`src/pft_pkg.sv`:
```
// Shared constants, codes and table port types for the page translation block.
package pft_pkg;

  localparam int OFFSET_BITS = 8;
  localparam int PAGE_COUNT  = 8;
  localparam int FRAME_COUNT = 4;

  localparam int ADDR_W     = 16;
  localparam int PAGE_NUM_W = ADDR_W - OFFSET_BITS;
  localparam int PAGE_BITS  = (PAGE_COUNT > 1) ? $clog2(PAGE_COUNT) : 1;
  localparam int FRAME_BITS = (FRAME_COUNT > 1) ? $clog2(FRAME_COUNT) : 1;
  localparam int FIU_W      = FRAME_BITS + 1;

  // result field widths
  localparam int PHYS_W   = 10;
  localparam int STATUS_W = 2;
  localparam int FRAME_W  = 2;
  localparam int EVICT_W  = 3;
  localparam int COUNT_W  = 16;

  localparam int OUT_FIELDS_W = PHYS_W + STATUS_W + FRAME_W + EVICT_W + 2 * COUNT_W;
  localparam int OUT_DATA_W   = ((OUT_FIELDS_W + 7) / 8) * 8;

  // bit positions inside out_tdata
  localparam int STATUS_LSB = PHYS_W;
  localparam int FRAME_LSB  = STATUS_LSB + STATUS_W;
  localparam int EVICT_LSB  = FRAME_LSB + FRAME_W;
  localparam int HIT_LSB    = EVICT_LSB + EVICT_W;
  localparam int FAULT_LSB  = HIT_LSB + COUNT_W;

  typedef enum logic [STATUS_W-1:0] {
    ST_HIT     = 2'd0,
    ST_FREE    = 2'd1,
    ST_REPLACE = 2'd2,
    ST_INVALID = 2'd3
  } status_t;

  // requests to the translation tables
  typedef struct packed {
    logic                  rd_en;
    logic [PAGE_BITS-1:0]  rd_page;
    logic [FRAME_BITS-1:0] rd_frame;
    logic                  map_we;
    logic [PAGE_BITS-1:0]  map_page;
    logic [FRAME_BITS-1:0] map_frame;
    logic                  own_we;
    logic [FRAME_BITS-1:0] own_frame;
    logic [PAGE_BITS-1:0]  own_page;
    logic                  clr_en;
    logic [PAGE_BITS-1:0]  clr_page;
  } tbl_req_t;

  // registered read data from the tables
  typedef struct packed {
    logic                  map_valid;
    logic [FRAME_BITS-1:0] map_frame;
    logic [PAGE_BITS-1:0]  own_page;
  } tbl_rsp_t;

endpackage

```
`src/pft_tables.sv`:
```
// Page map and frame owner memories with per-page present bits.
module pft_tables (
  input  logic              clk,
  input  logic              rst_n,
  input  pft_pkg::tbl_req_t req,
  output pft_pkg::tbl_rsp_t rsp
);
  import pft_pkg::*;

  logic [FRAME_BITS-1:0] map_mem [PAGE_COUNT];
  logic [PAGE_BITS-1:0]  own_mem [FRAME_COUNT];
  logic [PAGE_COUNT-1:0] present_r;
  logic [PAGE_COUNT-1:0] present_nxt;
  tbl_rsp_t              rsp_r;

  always_comb begin
    present_nxt = present_r;
    if (req.clr_en) begin
      present_nxt[req.clr_page] = 1'b0;
    end
    if (req.map_we) begin
      present_nxt[req.map_page] = 1'b1;
    end
  end

  always_ff @(posedge clk) begin
    if (!rst_n) begin
      present_r <= '0;
    end else begin
      present_r <= present_nxt;
    end
  end

  // memories: one write and one registered read each per cycle
  always_ff @(posedge clk) begin
    if (req.map_we) begin
      map_mem[req.map_page] <= req.map_frame;
    end
    if (req.own_we) begin
      own_mem[req.own_frame] <= req.own_page;
    end
    if (req.rd_en) begin
      rsp_r.map_valid <= present_r[req.rd_page];
      rsp_r.map_frame <= map_mem[req.rd_page];
      rsp_r.own_page  <= own_mem[req.rd_frame];
    end
  end

  assign rsp = rsp_r;

endmodule

```
`src/page_translate_fifo_replace.sv`:
```
// Paged address translation with FIFO frame replacement.
// An accepted word is registered with its table read data; the lookup then commits
// into the result register once it is free, and a stalled result word holds the lookup.
// Only one word is in lookup at a time: a new word is taken after the last commits;
// the tables are read when a word is accepted and written back when it commits.
// Reset (rst_n low, synchronous) clears all page present bits, the frame fill
// count, the replace pointer and both counters at once; no clearing pass.
module page_translate_fifo_replace (
  input  logic                               clk,
  input  logic                               rst_n,
  input  logic                               in_tvalid,
  output logic                               in_tready,
  input  logic [pft_pkg::ADDR_W-1:0]         in_tdata,   // [15:0] logical_address
  output logic                               out_tvalid,
  input  logic                               out_tready,
  // [9:0] physical_address, [11:10] status, [13:12] frame_used,
  // [16:14] evicted_page, [32:17] hit_total, [48:33] fault_total, [55:49] zero
  output logic [pft_pkg::OUT_DATA_W-1:0]     out_tdata
);
  import pft_pkg::*;

  typedef enum logic {
    S_IDLE,
    S_LOOK
  } state_t;

  localparam logic [PAGE_NUM_W:0] PAGE_LIMIT  = (PAGE_NUM_W + 1)'(PAGE_COUNT);
  localparam logic [FIU_W-1:0]    FRAME_FULL  = FIU_W'(FRAME_COUNT);
  localparam logic [FRAME_BITS-1:0] PTR_LAST  = FRAME_BITS'(FRAME_COUNT - 1);
  localparam logic [COUNT_W-1:0]  COUNT_MAX   = '1;

  state_t                 state_r;
  logic [ADDR_W-1:0]      addr_r;
  logic [FIU_W-1:0]       fiu_r, fiu_nxt;
  logic [FRAME_BITS-1:0]  ptr_r, ptr_nxt;
  logic [COUNT_W-1:0]     hit_r, hit_nxt;
  logic [COUNT_W-1:0]     fault_r, fault_nxt;
  logic                   out_valid_r;
  logic [OUT_DATA_W-1:0]  out_data_r, out_data_nxt;

  tbl_req_t               req;
  tbl_rsp_t               rsp;

  logic                   accept;
  logic                   commit;
  logic [PAGE_NUM_W-1:0]  page_num;
  logic [OFFSET_BITS-1:0] offset;
  logic                   page_ok;
  status_t                status;
  logic [FRAME_BITS-1:0]  frame;
  logic [PAGE_BITS-1:0]   evicted;
  logic [PHYS_W+FRAME_BITS+OFFSET_BITS-1:0] phys_ext;
  logic [FRAME_W+FRAME_BITS-1:0]            frame_ext;
  logic [EVICT_W+PAGE_BITS-1:0]             evict_ext;
  logic [PHYS_W-1:0]      phys;

  pft_tables u_tables (
    .clk   (clk),
    .rst_n (rst_n),
    .req   (req),
    .rsp   (rsp)
  );

  assign accept = in_tvalid && in_tready;
  assign commit = (state_r == S_LOOK) && (!out_valid_r || out_tready);

  assign page_num = addr_r[ADDR_W-1:OFFSET_BITS];
  assign offset   = addr_r[OFFSET_BITS-1:0];
  assign page_ok  = {1'b0, page_num} < PAGE_LIMIT;

  always_comb begin
    status    = ST_INVALID;
    frame     = '0;
    evicted   = '0;
    fiu_nxt   = fiu_r;
    ptr_nxt   = ptr_r;
    hit_nxt   = hit_r;
    fault_nxt = fault_r;
    if (page_ok) begin
      if (rsp.map_valid) begin
        status  = ST_HIT;
        frame   = rsp.map_frame;
        hit_nxt = (hit_r == COUNT_MAX) ? hit_r : hit_r + 1'b1;
      end else begin
        fault_nxt = (fault_r == COUNT_MAX) ? fault_r : fault_r + 1'b1;
        if (fiu_r != FRAME_FULL) begin
          status  = ST_FREE;
          frame   = fiu_r[FRAME_BITS-1:0];
          fiu_nxt = fiu_r + 1'b1;
        end else begin
          // every frame owned: evict the page held by the FIFO pointer's frame
          status  = ST_REPLACE;
          frame   = ptr_r;
          evicted = rsp.own_page;
          ptr_nxt = (ptr_r == PTR_LAST) ? '0 : ptr_r + 1'b1;
        end
      end
    end
  end

  always_comb begin
    req           = '0;
    req.rd_en     = accept;
    req.rd_page   = in_tdata[OFFSET_BITS +: PAGE_BITS];
    req.rd_frame  = ptr_r;
    req.map_page  = page_num[PAGE_BITS-1:0];
    req.map_frame = frame;
    req.own_frame = frame;
    req.own_page  = page_num[PAGE_BITS-1:0];
    req.clr_page  = evicted;
    if (commit && page_ok && !rsp.map_valid) begin
      req.map_we = 1'b1;
      req.own_we = 1'b1;
      req.clr_en = (status == ST_REPLACE);
    end
  end

  always_comb begin
    phys_ext  = {PHYS_W'(0), frame, offset};
    frame_ext = {FRAME_W'(0), frame};
    evict_ext = {EVICT_W'(0), evicted};
    phys      = (status == ST_INVALID) ? '0 : phys_ext[PHYS_W-1:0];
    out_data_nxt = '0;
    out_data_nxt[PHYS_W-1:0]                 = phys;
    out_data_nxt[STATUS_LSB +: STATUS_W]     = status;
    out_data_nxt[FRAME_LSB +: FRAME_W]       = frame_ext[FRAME_W-1:0];
    out_data_nxt[EVICT_LSB +: EVICT_W]       = evict_ext[EVICT_W-1:0];
    out_data_nxt[HIT_LSB +: COUNT_W]         = hit_nxt;
    out_data_nxt[FAULT_LSB +: COUNT_W]       = fault_nxt;
  end

  always_ff @(posedge clk) begin
    if (!rst_n) begin
      state_r     <= S_IDLE;
      fiu_r       <= '0;
      ptr_r       <= '0;
      hit_r       <= '0;
      fault_r     <= '0;
      out_valid_r <= 1'b0;
    end else begin
      if (commit) begin
        out_valid_r <= 1'b1;
      end else if (out_tready) begin
        out_valid_r <= 1'b0;
      end
      unique case (state_r)
        S_IDLE: begin
          if (accept) begin
            addr_r  <= in_tdata;
            state_r <= S_LOOK;
          end
        end
        S_LOOK: begin
          if (commit) begin
            fiu_r       <= fiu_nxt;
            ptr_r       <= ptr_nxt;
            hit_r       <= hit_nxt;
            fault_r     <= fault_nxt;
            out_data_r  <= out_data_nxt;
            state_r     <= S_IDLE;
          end
        end
        default: state_r <= S_IDLE;
      endcase
    end
  end

  assign in_tready  = (state_r == S_IDLE);
  assign out_tvalid = out_valid_r;
  assign out_tdata  = out_data_r;

endmodule

```
`config.mk`:
```
export PLATFORM = sky130hd
export DESIGN_NAME = page_translate_fifo_replace
export DESIGN_NICKNAME = d
export VERILOG_FILES = /design/src/pft_pkg.sv /design/src/pft_tables.sv /design/src/page_translate_fifo_replace.sv
export SDC_FILE = /design/constraint.sdc
export NUM_CORES = 1
export LEC_CHECK = 0
export BUFFER_PORTS_ARGS = -buffer_cell sky130_fd_sc_hd__buf_2
export CORE_MARGIN = 2
export CORE_UTILIZATION = 58
export DETAILED_ROUTE_END_ITERATION = 10
export GPL_ROUTABILITY_DRIVEN = 0
export GPL_TIMING_DRIVEN = 1
export PLACE_DENSITY_LB_ADDON = 0.12
export SLEW_MARGIN = 40
export SYNTH_ARGS = -nofsm -noshare
export SYNTH_HDL_FRONTEND = slang
export SYNTH_HIERARCHICAL = 1
export SYNTH_SLANG_ARGS = --single-unit
```
`constraint.sdc`:
```
create_clock -name clk -period 4.1 [get_ports clk]
set_clock_uncertainty 0.1 [all_clocks]
set_input_delay 0.41 -clock clk [delete_from_list [all_inputs] [get_ports clk]]
set_output_delay 0.41 -clock clk [all_outputs]
set_load 0.01 [all_outputs]
```
==> results.txt <==
----------------------------------------------------
[Synth]
  Flip-flop cell with the highest count after synthesis ... sky130_fd_sc_hd__edfxtp_1
  Unique cell type count in the Yosys netlist ... 49
  FFs w/ async S/R, synth ... 0
  Most frequent cells after synthesis ... sky130_fd_sc_hd__edfxtp_1 (99), sky130_fd_sc_hd__nor2_1 (57), sky130_fd_sc_hd__dfxtp_1 (47), sky130_fd_sc_hd__nand2_1 (43), sky130_fd_sc_hd__xnor2_1 (30)
  Cell type contributing the most total cell area after synthesis ... sky130_fd_sc_hd__edfxtp_1
  Yosys reg bits ... 146
  Cell count after synthesis ... 522
  Post-Synthesis Cell Area ... 6360 um^2
  Synthesized area per cell ... 12.2 um^2
  Share of the yosys chip area belonging to registers ... 0.616
  Area share of the largest cell type after synthesis ... 0.468
  Most instantiated library cell after synthesis ... sky130_fd_sc_hd__edfxtp_1
  Synthesis warning total ... 6
  Dominant cells by area after synthesis ... sky130_fd_sc_hd__edfxtp_1 (47%), sky130_fd_sc_hd__dfxtp_1 (15%), sky130_fd_sc_hd__xnor2_1 (4.1%)
  Post-synth EDFFs ... 99

[Clock network]
  Number of gates resized after CTS ... 0
  TritonCTS clock tree ... built
  Worst-skew pair later-pin latency ... 0.52 ns
  Post-cts hold buffer count ... 13
  H-Tree Depth ... 4
  Root cell of the clock tree ... sky130_fd_sc_hd__clkbuf_8
  Total CTS buffers ... 17
  Sink Count ... 146
  Clock Pin Slew Worst Setup and Hold Paths ... 0.06 ns
  Number of buffers added for setup after CTS ... 0
  CTS max path bufs ... 2

[Placed design]
  Half-perimeter wire length of the detailed placement result ... 8340 um
  Post-placement worst setup slack ... 1.17 ns
  Count of input and output buffers ... 70

[Layout]
  Combined area of the multi-input logic cells ... 2300 um^2
  Antenna Diode Count ... 0
  Sequential standard cell area ... 3910 um^2
  Layout overhead on the synthesized area ... 18.4%
  Nets@finish ... 632
  Layout cell share with drive strength beyond 1 ... 0.200
  Fill cells ... 765

[STA]
  Slew HR ... 0.451
  Sum Neg Setup Slack ... 0 ns
  Slew @ Worst Pin ... 0.817 ns
  Final Hold Fails ... 0
  Pins over their slew limit ... 0
  Worst hold margin ... 0.0436 ns
  Fraction of the cycle the final worst path needs ... 0.725
  Final setup violation count ... 0
  Slack of the critical path ... 1.13 ns
  Time the worst path needs with I/O delays and setup ... 2.97 ns
  Unrepaired setup endpoints after global routing ... no
  Highest clock frequency the design can meet ... 336 MHz

[Hold path]
  Classification of the worst-slack hold path ... input pin to flip-flop

[Setup path]
  Crit path capture type ... flip-flop
  Top cell family by delay on the critical path ... simple AND/OR/NAND/NOR gates
  Highest fanout seen on the critical path ... 12
  Ordered cell list for the critical path ... nor4_4 > nand4_1 > inv_1 > nor2b_1 > nor3b_1
  Slowest library cell on the worst path ... sky130_fd_sc_hd__nand4_1
  Classification of the worst setup path ... flip-flop to flip-flop
  Stage delay of the slowest cell on the critical path ... 0.53 ns
  CP Launch Type ... flip-flop
  Required time of the worst setup path ... 4.17 ns
  CP Data Arrival Time ... 3.04 ns
  Critical path buffers and inverters ... 1

[Job]
  Number of maximum-capacitance constraint violations ... 0

[Pwr]
  Max VDD drop ... 230 uV
  Pwr Density ... 420 nW/um^2
  Leakage power ... 2.83 nW

[Drt]
  Count of nets left with antenna violations after detail routing ... 0
  Mean routed wirelength per cell ... 16.4 um
  Total number of vias ... 4177
  Total wire length after detailed routing ... 12500 um
  Drt initial violations ... 253
  DRC errors left ... 0
  1st-pass router iterations ... 4
  Avg Vias per Cell ... 5.50

[Global routing]
  Grt total ovfl ... 0
  Maximum number of pins on one net before global-route repair ... 36
  Number of global-route vias before repair ... 4082
  Initial antenna violation count ... 0
  Wire length of the first global-routing pass ... 19900 um
  Total Routing Usage GR ... 0.225

[Floorplanning]
  I/O pin cnt ... 78
  Die height ... 109 um
  Cell Rows ... 38
  Starting Density ... 0.592
  Core ar. ... 10700 um^2
  Total die area ... 11800 um^2
  Width of the die ... 109 um

[Status]
  Status ... finished, final reports clean

----------------------------------------------------
==> state kept, by name (all words and copies together), names as in the netlist <==
name and cells:
u_tables/present_r 8, out_tvalid 1, fault_r 16, hit_r 16, u_tables/rsp 6, u_tables/own_mem 12, out_tdata 49, state_r 1
u_tables/map_mem 16, addr_r 16, ptr_r 2, fiu_r 3
==> where the power goes <==
group,total (mW),switching [mW],internal (mW)
clock network,1.47,0.603,0.870
logic,0.0915,0.0579,0.0337
registers,1.60,0.0123,1.59
==> worst reg2reg max path, stage by stage, from the launching register on <==
cell	delay, ns
sky130_fd_sc_hd__edfxtp_1	0.43
sky130_fd_sc_hd__nor4_4	0.50
sky130_fd_sc_hd__nand4_1	0.53
sky130_fd_sc_hd__inv_1	0.36
sky130_fd_sc_hd__nor2b_1	0.27
sky130_fd_sc_hd__nor3b_1	0.44
==> cell usage in the layout, fill, tap and decap left out, types with 3 or more instances in the layout <==
cell	synthesis	final
sky130_fd_sc_hd__a21oi_1	11	11
sky130_fd_sc_hd__and2_1	12	12
sky130_fd_sc_hd__and3_1	6	6
sky130_fd_sc_hd__and3b_1	3	3
sky130_fd_sc_hd__and4_1	5	5
sky130_fd_sc_hd__buf_2	2	70
sky130_fd_sc_hd__buf_4	7	5
sky130_fd_sc_hd__clkbuf_16	0	16
sky130_fd_sc_hd__clkinv_1	1	4
sky130_fd_sc_hd__clkinvlp_4	0	3
sky130_fd_sc_hd__conb_1	1	7
sky130_fd_sc_hd__dfxtp_1	47	47
sky130_fd_sc_hd__dlygate4sd3_1	0	13
sky130_fd_sc_hd__edfxtp_1	99	99
sky130_fd_sc_hd__ha_1	5	5
sky130_fd_sc_hd__inv_1	7	7
sky130_fd_sc_hd__inv_6	0	5
sky130_fd_sc_hd__mux2_2	6	6
sky130_fd_sc_hd__mux2i_1	5	5
sky130_fd_sc_hd__mux4_1	6	6
sky130_fd_sc_hd__mux4_2	3	3
sky130_fd_sc_hd__nand2_1	43	43
sky130_fd_sc_hd__nand2b_1	7	7
sky130_fd_sc_hd__nand3_1	11	11
sky130_fd_sc_hd__nand4_1	15	15
sky130_fd_sc_hd__nor2_1	57	56
sky130_fd_sc_hd__nor2b_1	4	4
sky130_fd_sc_hd__nor3_1	27	27
sky130_fd_sc_hd__nor3b_1	6	6
sky130_fd_sc_hd__nor4_1	11	11
sky130_fd_sc_hd__o21a_1	15	15
sky130_fd_sc_hd__o21ai_0	10	10
sky130_fd_sc_hd__or2_2	4	4
sky130_fd_sc_hd__xnor2_1	30	30
sky130_fd_sc_hd__xor2_1	17	17
==> through the flow <==
stage | cells | cell area [um^2] | util | power, mW
finish | 760 | 7530 | 0.700 | 3.16
global route | 760 | 7530 | 0.700 | 3.26
global placement | 715 | 6830 | 0.635 | 1.71
CTS | 760 | 7530 | 0.700 | 3.19
detailed placement | 715 | 6830 | 0.635 | 1.71
floorplan | 528 | 6380 | - | 1.68
==> layer usage <==
layer | vias up | GRT usage | wire (um)
li1 | 2062 | - | -
met1 | 2026 | 0.272 | 5460
met2 | 81 | 0.390 | 6510
met3 | 8 | 0.0538 | 413
met4 | 0 | 0.0861 | 104
met5 | - | 0 | 0
==> cell type report <==
class,count,area share
Sequential cell,146,0.520
Multi-Input combinational cell,345,0.306
Timing Repair Buffer,89,0.0715
Clock buffer,17,0.0550
Tap cell,140,0.0233
Clock inverter,15,0.0206
Inverter,8,0.00399
==> path summary, 6_finish.rpt <==
kind	depth (start not counted)	slack, ns	end	startpoint
min	1	0.04	addr_r[9]	in_tdata[9]
min reg2reg	1	0.42	out_tdata[4]	addr_r[4]
max	5	1.13	u_tables/map_mem[0][1]	addr_r[15]
max reg2reg	5	1.13	u_tables/map_mem[0][1]	addr_r[15]
==> cell families (layout without fill, tap and decap cells) <==
group                    Yosys count  after routing  synth area share
other                              1              7          0.000590
XOR/XNOR                          47             47            0.0647
buffers and inverters             37            129            0.0275
multiplexers                      20             20            0.0539
AO/OA/AOI/OAI                     47             47            0.0482
flip-flops                       146            146             0.616
adder cells (fa/ha/maj)            5              5           0.00984
AND/OR/NAND/NOR                  219            219             0.180
Power figures use the tool's default switching activity.
